===== src/sv/bqs_pkg.sv =====
// ----------------------------------------------------------------------------
// bqs_pkg
// Shared types and constants for the beat quantize snap block: table geometry,
// register indexes, snap modes, sequencer states and divider transactions.
// ----------------------------------------------------------------------------
package bqs_pkg;

    // beat table geometry
    localparam int BEAT_DEPTH = 4096;
    localparam int ADDR_W     = $clog2(BEAT_DEPTH);
    localparam int CNT_W      = $clog2(BEAT_DEPTH + 1);

    // field widths
    localparam int TIME_W     = 32;
    localparam int IDX_W      = 12;
    localparam int TEMPO_W    = 16;
    localparam int BCNT_W     = 13;
    localparam int CFG_IDX_W  = 2;
    localparam int CFG_DATA_W = 32;

    // divider geometry and grid constants
    localparam int DIV_NUM_W = 34;
    localparam int DIV_DEN_W = 30;
    localparam int DIV_CNT_W = $clog2(DIV_NUM_W + 1);
    localparam int DIFF_W    = TIME_W + 1;
    localparam int SUM_W     = DIV_NUM_W + 1;
    localparam logic [DIV_NUM_W-1:0] PERIOD_NUM2 = DIV_NUM_W'(2 * 503316480);

    // item commands
    localparam logic CMD_WRITE = 1'b0;
    localparam logic CMD_SNAP  = 1'b1;

    // configuration register indexes
    typedef enum logic [CFG_IDX_W-1:0] {
        CFG_QUANTIZE_ENABLE,
        CFG_TEMPO_BPM,
        CFG_GRID_OFFSET,
        CFG_BEAT_COUNT
    } cfg_reg_t;

    // result modes
    typedef enum logic [1:0] {
        MODE_OFF,
        MODE_NO_TEMPO,
        MODE_GRID,
        MODE_TABLE
    } snap_mode_t;

    // sequencer states
    typedef enum logic [3:0] {
        ST_IDLE,
        ST_S_ADDR,
        ST_S_CMP,
        ST_F_RD1,
        ST_F_RD2,
        ST_F_CMP,
        ST_G_PER,
        ST_G_PWAIT,
        ST_G_QUO,
        ST_G_QWAIT,
        ST_G_SUM,
        ST_DONE
    } bqs_state_t;

    // divider transactions
    typedef struct packed {
        logic [DIV_NUM_W-1:0] num;
        logic [DIV_DEN_W-1:0] den;
    } div_req_t;

    typedef struct packed {
        logic                 done;
        logic [DIV_NUM_W-1:0] quo;
        logic [DIV_DEN_W-1:0] rem;
    } div_rsp_t;

endpackage


===== src/sv/bqs_div.sv =====
// ----------------------------------------------------------------------------
// bqs_div
// Unsigned restoring divider, one quotient bit per cycle. Gives quotient and
// remainder with a one-cycle done pulse.
// ----------------------------------------------------------------------------
module bqs_div
    import bqs_pkg::*;
(
    input  logic     clk,
    input  logic     rst_n,
    input  logic     start,
    input  div_req_t req,
    output div_rsp_t rsp
);

    logic [DIV_NUM_W-1:0] work_reg, work_next;
    logic [DIV_DEN_W-1:0] rem_reg, rem_next;
    logic [DIV_DEN_W-1:0] den_reg, den_next;
    logic [DIV_CNT_W-1:0] cnt_reg, cnt_next;
    logic                 done_reg, done_next;
    logic [DIV_DEN_W:0]   trial;
    logic                 fits;

    // one restoring step
    assign trial = {rem_reg, work_reg[DIV_NUM_W-1]};
    assign fits  = (trial >= {1'b0, den_reg});

    always_comb
    begin
        work_next = work_reg;
        rem_next  = rem_reg;
        den_next  = den_reg;
        cnt_next  = cnt_reg;
        done_next = 1'b0;
        if (start)
        begin
            work_next = req.num;
            rem_next  = '0;
            den_next  = req.den;
            cnt_next  = DIV_CNT_W'(DIV_NUM_W);
        end
        else if (cnt_reg != '0)
        begin
            work_next = {work_reg[DIV_NUM_W-2:0], fits};
            rem_next  = fits ? DIV_DEN_W'(trial - {1'b0, den_reg}) : trial[DIV_DEN_W-1:0];
            cnt_next  = cnt_reg - 1'b1;
            done_next = (cnt_reg == DIV_CNT_W'(1));
        end
    end

    // control state
    always_ff @(posedge clk or negedge rst_n)
    begin
        if (!rst_n)
        begin
            cnt_reg  <= '0;
            done_reg <= 1'b0;
        end
        else
        begin
            cnt_reg  <= cnt_next;
            done_reg <= done_next;
        end
    end

    // datapath
    always_ff @(posedge clk)
    begin
        work_reg <= work_next;
        rem_reg  <= rem_next;
        den_reg  <= den_next;
    end

    assign rsp.done = done_reg;
    assign rsp.quo  = work_reg;
    assign rsp.rem  = rem_reg;

endmodule


===== config.mk =====
export PLATFORM = sky130hd
export DESIGN_NAME = bqs_div
export DESIGN_NICKNAME = d
export VERILOG_FILES = /design/src/sv/bqs_pkg.sv /design/src/sv/bqs_div.sv
export SDC_FILE = /design/constraint.sdc
export NUM_CORES = 1
export LEC_CHECK = 0
export ABC_AREA = 1
export BUFFER_PORTS_ARGS = -buffer_cell sky130_fd_sc_hd__buf_2
export CORE_MARGIN = 2
export CORE_UTILIZATION = 60
export CTS_BUF_LIST = sky130_fd_sc_hd__clkbuf_8 sky130_fd_sc_hd__clkbuf_16
export CTS_CLUSTER_SIZE = 8
export DETAILED_ROUTE_END_ITERATION = 12
export MAX_ROUTING_LAYER = met4
export PLACE_DENSITY = 0.92
export SYNTH_ARGS = -nofsm -noshare
export SYNTH_HDL_FRONTEND = slang
export SYNTH_SLANG_ARGS = --single-unit

===== constraint.sdc =====
create_clock -name clk -period 5.7 [get_ports clk]
set_input_delay 1.14 -clock clk [delete_from_list [all_inputs] [get_ports clk]]
set_output_delay 1.14 -clock clk [all_outputs]
set_load 0.005 [all_outputs]

* Yosys cells after proc, flatten, opt, wreduce, memory -nomap -nowiden
Cells that the tools add are included.
** Cells by class
- $add $sub $neg :: 2
- Order comparisons :: 1
- Eq/ne operators :: 1
- Mux-type cells :: 7
- Reductions and logical operators :: 2
** Operator list (count)
- 2-to-1 mux 34 bit :: 2
- >= comparator 31 x 30 -> 1 bit :: 1
- 2-to-1 mux 30 bit :: 1
- subtractor 30 bit :: 1
- 2-to-1 mux 6 bit :: 2
- equality test 6 x 1 -> 1 bit (second input constant) :: 1
- nonzero test 6 bit :: 1
- subtractor 6 x 1 -> 6 bit (second input constant) :: 1
- 2-to-1 mux 1 bit :: 2
- nonzero test 2 bit :: 1
** Word-level totals
- Flip-flop bits (word level) :: 101
- Input bits :: 67
- Output and inout bits :: 65

* Logic depth before layout (Yosys ltp)
Gate-level depths: netlist of run 1.
- Word-level depth :: 3
- Mapped depth :: 17
- Gate-level depth less buffers :: 16

* Worst setup path before layout of run 1
OpenSTA, ideal clock, no wires.
- Kind :: input -> register
- From :: in start
- To :: reg work_reg[0], enable pin
- Library setup time :: 0.391 ns
- Arrival time :: 2.389 ns
- Setup slack :: 2.919 ns
- Cell stages on the path :: 4
- Path buffers :: 2
- Path through :: clkbuf_1 -> nor2_1 -> buf_2 -> inv_1
** On the way
- Word-level cells in the longest chain between the ends :: 1
** RTL lines
- start: declaration :: line bqs_div.sv:11 : input logic start,
- nonzero test 2 bit (no source line)
- end signal: assignment :: line bqs_div.sv:69 : work_reg <= work_next;
- end: declaration :: line bqs_div.sv:16 : logic [DIV_NUM_W-1:0] work_reg, work_next;
Every way passes these cells.
A chain may end at the register's enable or synchronous reset.

==> metrics.md, run 1 <==
| Metric | Value |
|---|---|
| Final setup viols | `0` |
| Hold crit path type | `flop to flop` |
| # resized after CTS | `0` |
| Number of port buffers | `131` |
| Top Ports | `132` |
| PnR worst setup slack | `2131 ps` |
| Post-CTS setup buffer count | `0` |
| Number of global-route vias before repair | `5860` |
| Tot GR Track Use | `29.38%` |
| Minimum clock period | `3569 ps` |
| Net Sw Frac | `46.56%` |
| Pre-CTS setup slack | `1704 ps` |
| Share of cells above drive strength 1 | `18.04%` |
| Hold-fix buffers at CTS | `0` |
| First-pass GRT wire length | `26420 µm` |
| Largest stage delay on the critical path | `810 ps` |
| DRT Pass-1 Iters | `6` |
| Initial DRC Count | `461` |
| CP endpoint kind | `flop` |
| Seq cells post-synth | `101` |
| H-tree Lvls | `3` |
| Clock skew | `16.95 ps` |
| Placeable Area | `0.01079 mm²` |
| Clock share of power | `13.4%` |
| Number of CTS-inserted buffers | `9` |
| Synth-to-layout area growth | `13.35%` |
| Sw Pwr | `1523 µW` |
| Avg WL per Cell | `13.61 µm` |
| Buf/Inv on CP | `3` |
| VDD IR-drop max | `0.3113 mV` |
| Final routed DRC violation total | `0` |
| Comb power frac | `53.8%` |
| Vias per cell | `5.124` |
| Worst path slowest cell | `nand2_1` |
| Routability cong. | `0.9478` |
| Max_slew headroom | `27.08%` |
| Crit Path Class | `input pin to flop` |
| Max-cap violations | `0` |
| CTS root buffer | `clkbuf_8` |
| Slew Limit Fails | `0` |
| Unrepaired setup endpoints after global routing | `no` |
| Critical Path RT | `6020 ps` |
| Register area share after synthesis | `40.95%` |
| CTS tree | `done` |
| Final hold viol count | `0` |
| Grt total ovfl | `0` |
| Slew @ Worst Pin | `1093 ps` |
| Static leakage | `0.004085 µW` |
| Run status | `complete, no violations` |
| Worst Path Max Fanout | `38` |
| Post-synth cell types | `40` |
| Worst-skew pair later-pin latency | `380 ps` |
| Dominant synthesized flop cell | `edfxtp_1` |
| Post-Syn Area | `0.006588 mm²` |
| Critical path's top delay family | `buffers and inverters` |
| Die extent in y | `108.8 µm` |
| Drt total wl | `16240 µm` |
| TNS Setup | `0 ps` |
| Async set or reset register ratio after synthesis | `6.931%` |
| Syn Area/Cell | `7.137 µm²` |
| Die Width | `108.8 µm` |
| Starting Density | `61.04%` |
| Max Buffers Root-to-Sink | `2` |
| Via count | `6113` |
| Final ANT Viol Nets | `0` |
| Ant diodes | `0` |
| Power share of the sequential group | `32.8%` |
| Largest net degree at the start of global routing | `66` |
| Crit path DAT | `3890 ps` |
| Tcrit/Tclk final | `62.62%` |
| Post-DP HPWL | `12320 µm` |
| Cell Rows | `38` |
| Reg clk slew, reported paths | `110 ps` |
| Warnings, synthesis | `0` |
| Max FFs per register | `34` |
| Pint | `1749 µW` |
| Startpoint types | `input pin` |
| Post-synth EDFFs | `64` |
| FMAX | `280.2 MHz` |
| Cell Pwr Density | `438.1 mW/mm²` |
| Post-Syn Nets | `1024` |
| Min Hold Slack | `494.4 ps` |
| Final #Nets | `1149` |
| Die ar. | `0.01183 mm²` |
| Fill cells | `895` |
| Worst path cell trace | `buf_2 -> inv_1 -> nand2_1 -> inv_1 -> nand2_1 -> o21ai_1` |
| Total clock sinks | `101` |
| Syn Inst Count | `923` |
| Initial antenna violation count | `0` |
-- area by class of cell --
class / count / area (µm²) / share of cell area (%)
clock buffer: 9 / 123.9 / 1.659
clock inverter: 7 / 56.30 / 0.7540
inverter: 149 / 559.3 / 7.490
multi-input combinational: 653 / 3177 / 42.54
sequential: 101 / 2698 / 36.13
tap: 140 / 175.2 / 2.346
timing repair buffer: 134 / 678.2 / 9.082
-- per-stage QoR --
| stage | utilization (%) | instance area [µm²] | cells | power (µW) |
|---|---|---|---|---|
| 3_3_place_gp | 67.52 | 7287 | 1177 | 2765 |
| 6_report | 69.19 | 7467 | 1193 | 3272 |
| 2_1_floorplan | - | 6588 | 923 | 2396 |
| 3_5_place_dp | 67.52 | 7287 | 1177 | 2820 |
| 4_1_cts | 69.19 | 7467 | 1193 | 3261 |
| 5_1_grt | 69.19 | 7467 | 1193 | 3562 |
-- cell usage after synthesis (all sizes together) (2+ instances only) --
| library cell | instances | area (µm²) |
|---|---|---|
| nand2 | 382 | 1466 |
| inv | 149 | 559.3 |
| nor2 | 87 | 381.6 |
| nand3 | 68 | 352.8 |
| edfxtp | 64 | 1922 |
| ha | 33 | 412.9 |
| dfxtp | 30 | 600.6 |
| a21oi | 19 | 106.4 |
| xnor2 | 16 | 140.1 |
| o21ai | 13 | 65.06 |
| nand4 | 12 | 75.07 |
| buf | 10 | 76.31 |
| clkbuf | 10 | 77.57 |
| dfrtp | 7 | 175.2 |
| nand3b | 5 | 37.54 |
| nor3 | 5 | 35.03 |
| and2 | 3 | 20.03 |
| o21bai | 3 | 22.52 |
| a31oi | 2 | 12.51 |
-- cells by family (layout without fill, tap and decap cells) --
| group | Yosys count | after routing | share of synthesized area, % |
|---|---|---|---|
| adder cells (fa/ha/maj) | 34 | 34 | 6.572 |
| XOR/XNOR | 16 | 16 | 2.127 |
| flip-flops | 101 | 101 | 40.95 |
| buffers and inverters | 169 | 299 | 10.83 |
| AO/OA/AOI/OAI | 40 | 40 | 3.476 |
| AND/OR/NAND/NOR | 563 | 563 | 36.05 |
-- worst paths after layout --
path | slack [ps] | to | cells after the start | from
max in group asynchronous | 4970 | cnt_reg[0]$_DFFE_PN0P_ | 1 | rst_n
setup reg to reg | 3060 | rem_reg[5]$_SDFFE_PP0P_ | 8 | cnt_reg[3]$_DFFE_PN0P_
hold / removal | 490 | rem_reg[16]$_SDFFE_PP0P_ | 2 | rem_reg[16]$_SDFFE_PP0P_
min in group asynchronous | 570 | done_reg$_DFF_PN0_ | 1 | rst_n
setup / recovery | 2130 | rem_reg[0]$_SDFFE_PP0P_ | 6 | start
hold reg to reg | 490 | rem_reg[16]$_SDFFE_PP0P_ | 2 | rem_reg[16]$_SDFFE_PP0P_
-- power by group through the flow --
stage | combinational (µW) | sequential (µW) | clock (µW)
finish | 1760 | 1070 | 440
global route | 2000 | 1090 | 471
CTS | 1750 | 1070 | 441
detailed placement | 1740 | 1080 | 0
global placement | 1690 | 1080 | 0
floorplan | 1320 | 1070 | 0
-- cells in the final DEF, fill, tap and decap left out, types with 3 or more instances in the layout --
cell type	instances
xnor2_1	16
buf_4	3
ha_1	33
o21ai_1	10
nor2_2	19
a21oi_2	3
dfxtp_1	30
nor2_1	67
o21ai_0	3
nand3b_1	5
nand3_1	67
nor3_1	3
nand2_1	371
clkbuf_8	9
nand4_1	12
inv_1	147
o21bai_1	3
nand2_2	10
edfxtp_1	64
buf_2	131
a21oi_1	16
dfrtp_1	7
inv_2	3
-- metal layers --
metal | global-route usage, % | vias up | share of wire [%]
li1 | - | 3112 | -
met1 | 36.34 | 2744 | 43
met2 | 48.97 | 225 | 49
met3 | 5.320 | 32 | 6.4
met4 | 9.432 | 0 | 1.8
met5 | - | - | 0
-- worst min-delay path: stages, from the launching register on --
cell,delay [ps]
dfxtp_1,350
nand2_1,70
nand2_1,40
No activity file was read; power rests on OpenSTA's default activity.
==> inputs of run 2 (changes only) <==
CORE_UTILIZATION = 51   (was 60)
PLACE_DENSITY = 0.84   (was 0.92)
clock period = 2.9 ns   (was 5.7 ns; I/O delays follow)
==> metrics.md, run 2 (synthesized netlist as in run 1, its figures left out) <==
| Metric | Value |
|---|---|
| Unrepaired setup endpoints after global routing | `no` |
| Min Hold Slack | `42.82 ps` |
| Reg clk slew, reported paths | `80 ps` |
| DRT Pass-1 Iters | `5` |
| Die ar. | `0.01384 mm²` |
| Post-DP HPWL | `12980 µm` |
| Cell Pwr Density | `904.0 mW/mm²` |
| Die Width | `117.7 µm` |
| CP startpoint | `rem_reg[26]$_SDFFE_PP0P_` |
| Max Buffers Root-to-Sink | `2` |
| Most common cell after layout, fill and taps aside | `nand2_1` |
| H-tree Lvls | `3` |
| Synth-to-layout area growth | `17.04%` |
| Final cell count without fillers | `1231` |
| Largest net degree at the start of global routing | `65` |
| Minimum clock period | `2432 ps` |
| Routability cong. | `0.9630` |
| Hold-fix buffers at CTS | `0` |
| Run status | `complete, no violations` |
| Drt total wl | `17200 µm` |
| TNS Setup | `0 ps` |
| Slew Limit Fails | `0` |
| Starting Density | `52.20%` |
| Post-CTS setup buffer count | `0` |
| Vias per cell | `5.010` |
| Initial DRC Count | `309` |
| Max FFs per register | `34` |
| Initial antenna violation count | `0` |
| Hold crit path type | `input pin to asynchronous set/reset pin` |
| Final setup viols | `0` |
| Critical Path RT | `3120 ps` |
| Number of global-route vias before repair | `5965` |
| Crit Path Class | `flop to flop` |
| Grt total ovfl | `0` |
| VDD IR-drop max | `0.4392 mV` |
| Total clock sinks | `101` |
| CP endpoint kind | `flop` |
| Clock skew | `14.67 ps` |
| Worst path cell trace | `ha_1 -> inv_1 -> nor3_2 -> inv_1 -> nor3_2 -> nand2_1 -> nand3_4 -> buf_4 -> nand2_1 -> nand3_1 -> o21ai_0` |
| CTS tree | `done` |
| Top Ports | `132` |
| # resized after CTS | `0` |
| Largest stage delay on the critical path | `400 ps` |
| Static leakage | `0.004181 µW` |
| Most frequent cells in the layout | `nand2_1, inv_1, buf_2, nand3_1, nor2_1` |
| Share of cells above drive strength 1 | `18.70%` |
| First-pass GRT wire length | `28120 µm` |
| Number of port buffers | `131` |
| Max-cap violations | `0` |
| Tcrit/Tclk final | `83.86%` |
| Avg WL per Cell | `13.97 µm` |
| Worst-skew pair later-pin latency | `360 ps` |
| Number of CTS-inserted buffers | `9` |
| Via count | `6167` |
| Final ANT Viol Nets | `0` |
| Worst Path Max Fanout | `26` |
| Slew @ Worst Pin | `749.5 ps` |
| Placeable Area | `0.01262 mm²` |
| Ant diodes | `0` |
| Die extent in y | `117.7 µm` |
| Final hold viol count | `0` |
| CTS root buffer | `clkbuf_16` |
| Placed Cells | `1215` |
| Final #Nets | `1155` |
| Tot GR Track Use | `25.69%` |
| Crit path DAT | `2650 ps` |
| Cell Rows | `41` |
| Startpoint types | `flop` |
| FMAX | `411.2 MHz` |
| Final routed DRC violation total | `0` |
| RR Startpoint | `rem_reg[26]$_SDFFE_PP0P_` |
| Worst path slowest cell | `ha_1` |
| Max_slew headroom | `50.03%` |
-- run 2: cell count changes in the layout (fill, tap and decap cells not counted), moves of 2 or more --
cell,change
buf_4,+5
clkbuf_16,+9
clkbuf_8,-9
clkinv_8,+2
inv_6,+2
inv_8,-2
-- run 2: worst paths after layout --
| kind | end | slack, ps | cells past startpoint |
|---|---|---|---|
| min in group clk | den_reg[19]$_DFFE_PP_ | 390 | 1 |
| worst min register to register | rem_reg[16]$_SDFFE_PP0P_ | 490 | 2 |
| max in group asynchronous | cnt_reg[3]$_DFFE_PN0P_ | 2700 | 1 |
| worst max register to register | rem_reg[5]$_SDFFE_PP0P_ | 470 | 11 |
| worst max-delay path | rem_reg[5]$_SDFFE_PP0P_ | 470 | 11 |
| worst min-delay path | cnt_reg[5]$_DFFE_PN0P_ | 40 | 1 |
-- run 2: where the power goes --
part,internal [µW],total (µW),switching (µW)
clock,697,1300,603
combinational,1330,3560,2230
sequential,1840,2110,261
total,3870,6970,3100
-- run 2: through the flow --
| stage | instance area (µm²) | util, % | setup slack, ps | total power [µW] |
|---|---|---|---|---|
| floorplan | 6588 | - | 679.4 | 4709 |
| global placement | 7387 | 58.54 | 560.6 | 5584 |
| detailed placement | 7387 | 58.54 | 506.3 | 5646 |
| CTS | 7710 | 61.09 | 472.4 | 6976 |
| global route | 7710 | 61.09 | 268.0 | 7552 |
| finish | 7710 | 61.09 | 468.0 | 6970 |
-- run 2: metal layers --
metal / global-route usage (%) / up-vias / wire [µm] / part of all wire, %
met5: - / - / 0 / 0
met4: 7.455 / 0 / 333 / 1.9
met3: 4.845 / 33 / 1133 / 6.6
met2: 41.35 / 200 / 8015 / 47
met1: 33.19 / 2801 / 7715 / 45
li1: - / 3133 / - / -
-- run 2: final cells by class --
class	instances	area [µm²]
fill	1215	4910
timing repair buffer	140	735.7
inverter	149	559.3
tap	172	215.2
clock buffer	9	225.2
sequential	101	2698
multi-input combinational	653	3179
clock inverter	7	97.59
-- run 2: worst max-delay path: cells and delay by family (launching register included) --
kind                     cells  cell delay, ps
AND/OR/NAND/NOR              6             950
buffers and inverters        3             480
adder cells (fa/ha/maj)      1             400
flip-flops                   1             370
AO/OA/AOI/OAI                1              90
==> inputs of run 3 (changes only) <==
CORE_UTILIZATION = 56   (was 51)
PLACE_DENSITY = 0.87   (was 0.84)
clock period = 2.5 ns   (was 2.9 ns; I/O delays follow)
==> metrics.md, run 3 (synthesized netlist as in run 1, its figures left out) <==
| Metric | Value |
|---|---|
| Run status | `complete, no violations` |
| CP endpoint kind | `flop` |
| Util after Layout | `66.74%` |
| Max Buffers Root-to-Sink | `2` |
| Final hold viol count | `0` |
| Post-DP HPWL | `12630 µm` |
| Top Ports | `132` |
| Initial DRC Count | `536` |
| Routability cong. | `1.018` |
| H-tree Lvls | `3` |
| Placeable Area | `0.01147 mm²` |
| Max FFs per register | `34` |
| Number of global-route vias before repair | `5839` |
| Static leakage | `0.004161 µW` |
| CTS root buffer | `clkbuf_16` |
| Final ANT Viol Nets | `0` |
| Total clock sinks | `101` |
| Share of cells above drive strength 1 | `18.53%` |
| Ant diodes | `0` |
| Largest stage delay on the critical path | `430 ps` |
| Synth-to-layout area growth | `16.18%` |
| Max_slew headroom | `53.21%` |
| Cell Rows | `39` |
| Slew @ Worst Pin | `701.8 ps` |
| Initial antenna violation count | `0` |
| DRT Pass-1 Iters | `5` |
| Die extent in y | `112.5 µm` |
| Grt total ovfl | `0` |
| Minimum clock period | `2258 ps` |
| Tcrit/Tclk final | `90.34%` |
| Number of CTS-inserted buffers | `9` |
| CTS tree | `done` |
| Startpoint types | `flop` |
| VDD IR-drop max | `0.6402 mV` |
| Worst path slowest cell | `edfxtp_1` |
| FMAX | `442.8 MHz` |
| Worst-skew pair later-pin latency | `360 ps` |
| First-pass GRT wire length | `27730 µm` |
| Final #Nets | `1154` |
| Final routed DRC violation total | `0` |
| Most common cell after layout, fill and taps aside | `nand2_1` |
| Pwr Total | `7931 µW` |
| Drt total wl | `16670 µm` |
| Final setup viols | `0` |
| Die ar. | `0.01265 mm²` |
| Max-cap violations | `0` |
| Largest net degree at the start of global routing | `62` |
| Final cell count without fillers | `1201` |
| Slew Limit Fails | `0` |
| Placed Cells | `1184` |
| Hold crit path type | `input pin to flop` |
| Crit path top cell by count | `nand2_1` |
| Critical Path RT | `2750 ps` |
| Number of port buffers | `131` |
| Vias per cell | `5.018` |
| Tot GR Track Use | `28.01%` |
| Crit Path Class | `flop to flop` |
| TNS Setup | `0 ps` |
| Starting Density | `57.45%` |
| Via count | `6027` |
| Avg WL per Cell | `13.88 µm` |
| Clock skew | `12.33 ps` |
| Worst Path Max Fanout | `4` |
| Reg clk slew, reported paths | `70 ps` |
| Post-CTS setup buffer count | `0` |
| Unrepaired setup endpoints after global routing | `no` |
| Most frequent cells in the layout | `nand2_1, inv_1, buf_2, nand3_1, nor2_1` |
| Die Width | `112.5 µm` |
| Cell Pwr Density | `1036 mW/mm²` |
| Crit path DAT | `2510 ps` |
| Worst path cell trace | `inv_1 -> ha_1 -> inv_1 -> fa_2 -> nand2_1 -> nand3_1 -> nand2_1 -> nand2_1 -> nand2_1 -> nand3_1 -> nand2_1 -> nand3_1 -> nand3_1 -> nand2_1` |
## run 3: power by group
| part | switching [µW] | internal (µW) |
|---|---|---|
| clock | 671 | 699 |
| sequential | 291 | 2140 |
| combinational | 2570 | 1560 |
| total | 3530 | 4400 |
## run 3: critical path: cells and delay by family, from the launching register on
family,cells,cell delay (ps)
buffers and inverters,2,150
DFF,1,430
and+or+nand+nor,10,1060
adders and majority gates,2,520
## run 3: final cells by class
| class | count | area, µm² |
|---|---|---|
| Inverter | 149 | 559.3 |
| Sequential cell | 101 | 2698 |
| Fill cell | 1026 | 3814 |
| Clock buffer | 9 | 225.2 |
| Multi-Input combinational cell | 653 | 3182 |
| Timing Repair Buffer | 139 | 743.2 |
| Tap cell | 143 | 178.9 |
| Clock inverter | 7 | 67.56 |
## run 3: metal layers
metal / GRT usage [%] / vias up / share of wire, %
met5: - / - / 0
met2: 43.82 / 197 / 46
met3: 5.940 / 34 / 6.6
met1: 36.57 / 2664 / 45
met4: 9.268 / 0 / 2.8
li1: - / 3132 / -
## run 3: worst paths after layout
path | slack, ps | to | startpoint | cells after the start
max in group asynchronous | 1820 | cnt_reg[2]$_DFFE_PN0P_ | rst_n | 2
min in group asynchronous | 520 | cnt_reg[4]$_DFFE_PN0P_ | rst_n | 2
min | 310 | den_reg[9]$_DFFE_PP_ | req[9] | 1
min reg2reg | 480 | rem_reg[29]$_SDFFE_PP0P_ | rem_reg[29]$_SDFFE_PP0P_ | 2
max reg2reg | 240 | rem_reg[24]$_SDFFE_PP0P_ | work_reg[33]$_DFFE_PP_ | 14
max | 240 | rem_reg[24]$_SDFFE_PP0P_ | work_reg[33]$_DFFE_PP_ | 14
## run 3: through the flow
stage / area (µm²) / worst slack (ps) / hold WS (ps)
floorplan: 6588 / 311.5 / 204.4
global placement: 7348 / 234.5 / 340.3
detailed placement: 7348 / 228.8 / 343.9
CTS: 7651 / 200.9 / 300.2
global route: 7654 / 49.24 / 300.7
finish: 7654 / 241.6 / 309.0
## run 3: timing repair
item / CTS / global route
gates resized for setup: 0 / 1
hold buffers: 1 / 0
hold endpoints to repair: 7 / 0
endpoints found under the setup margin: 0 / 1
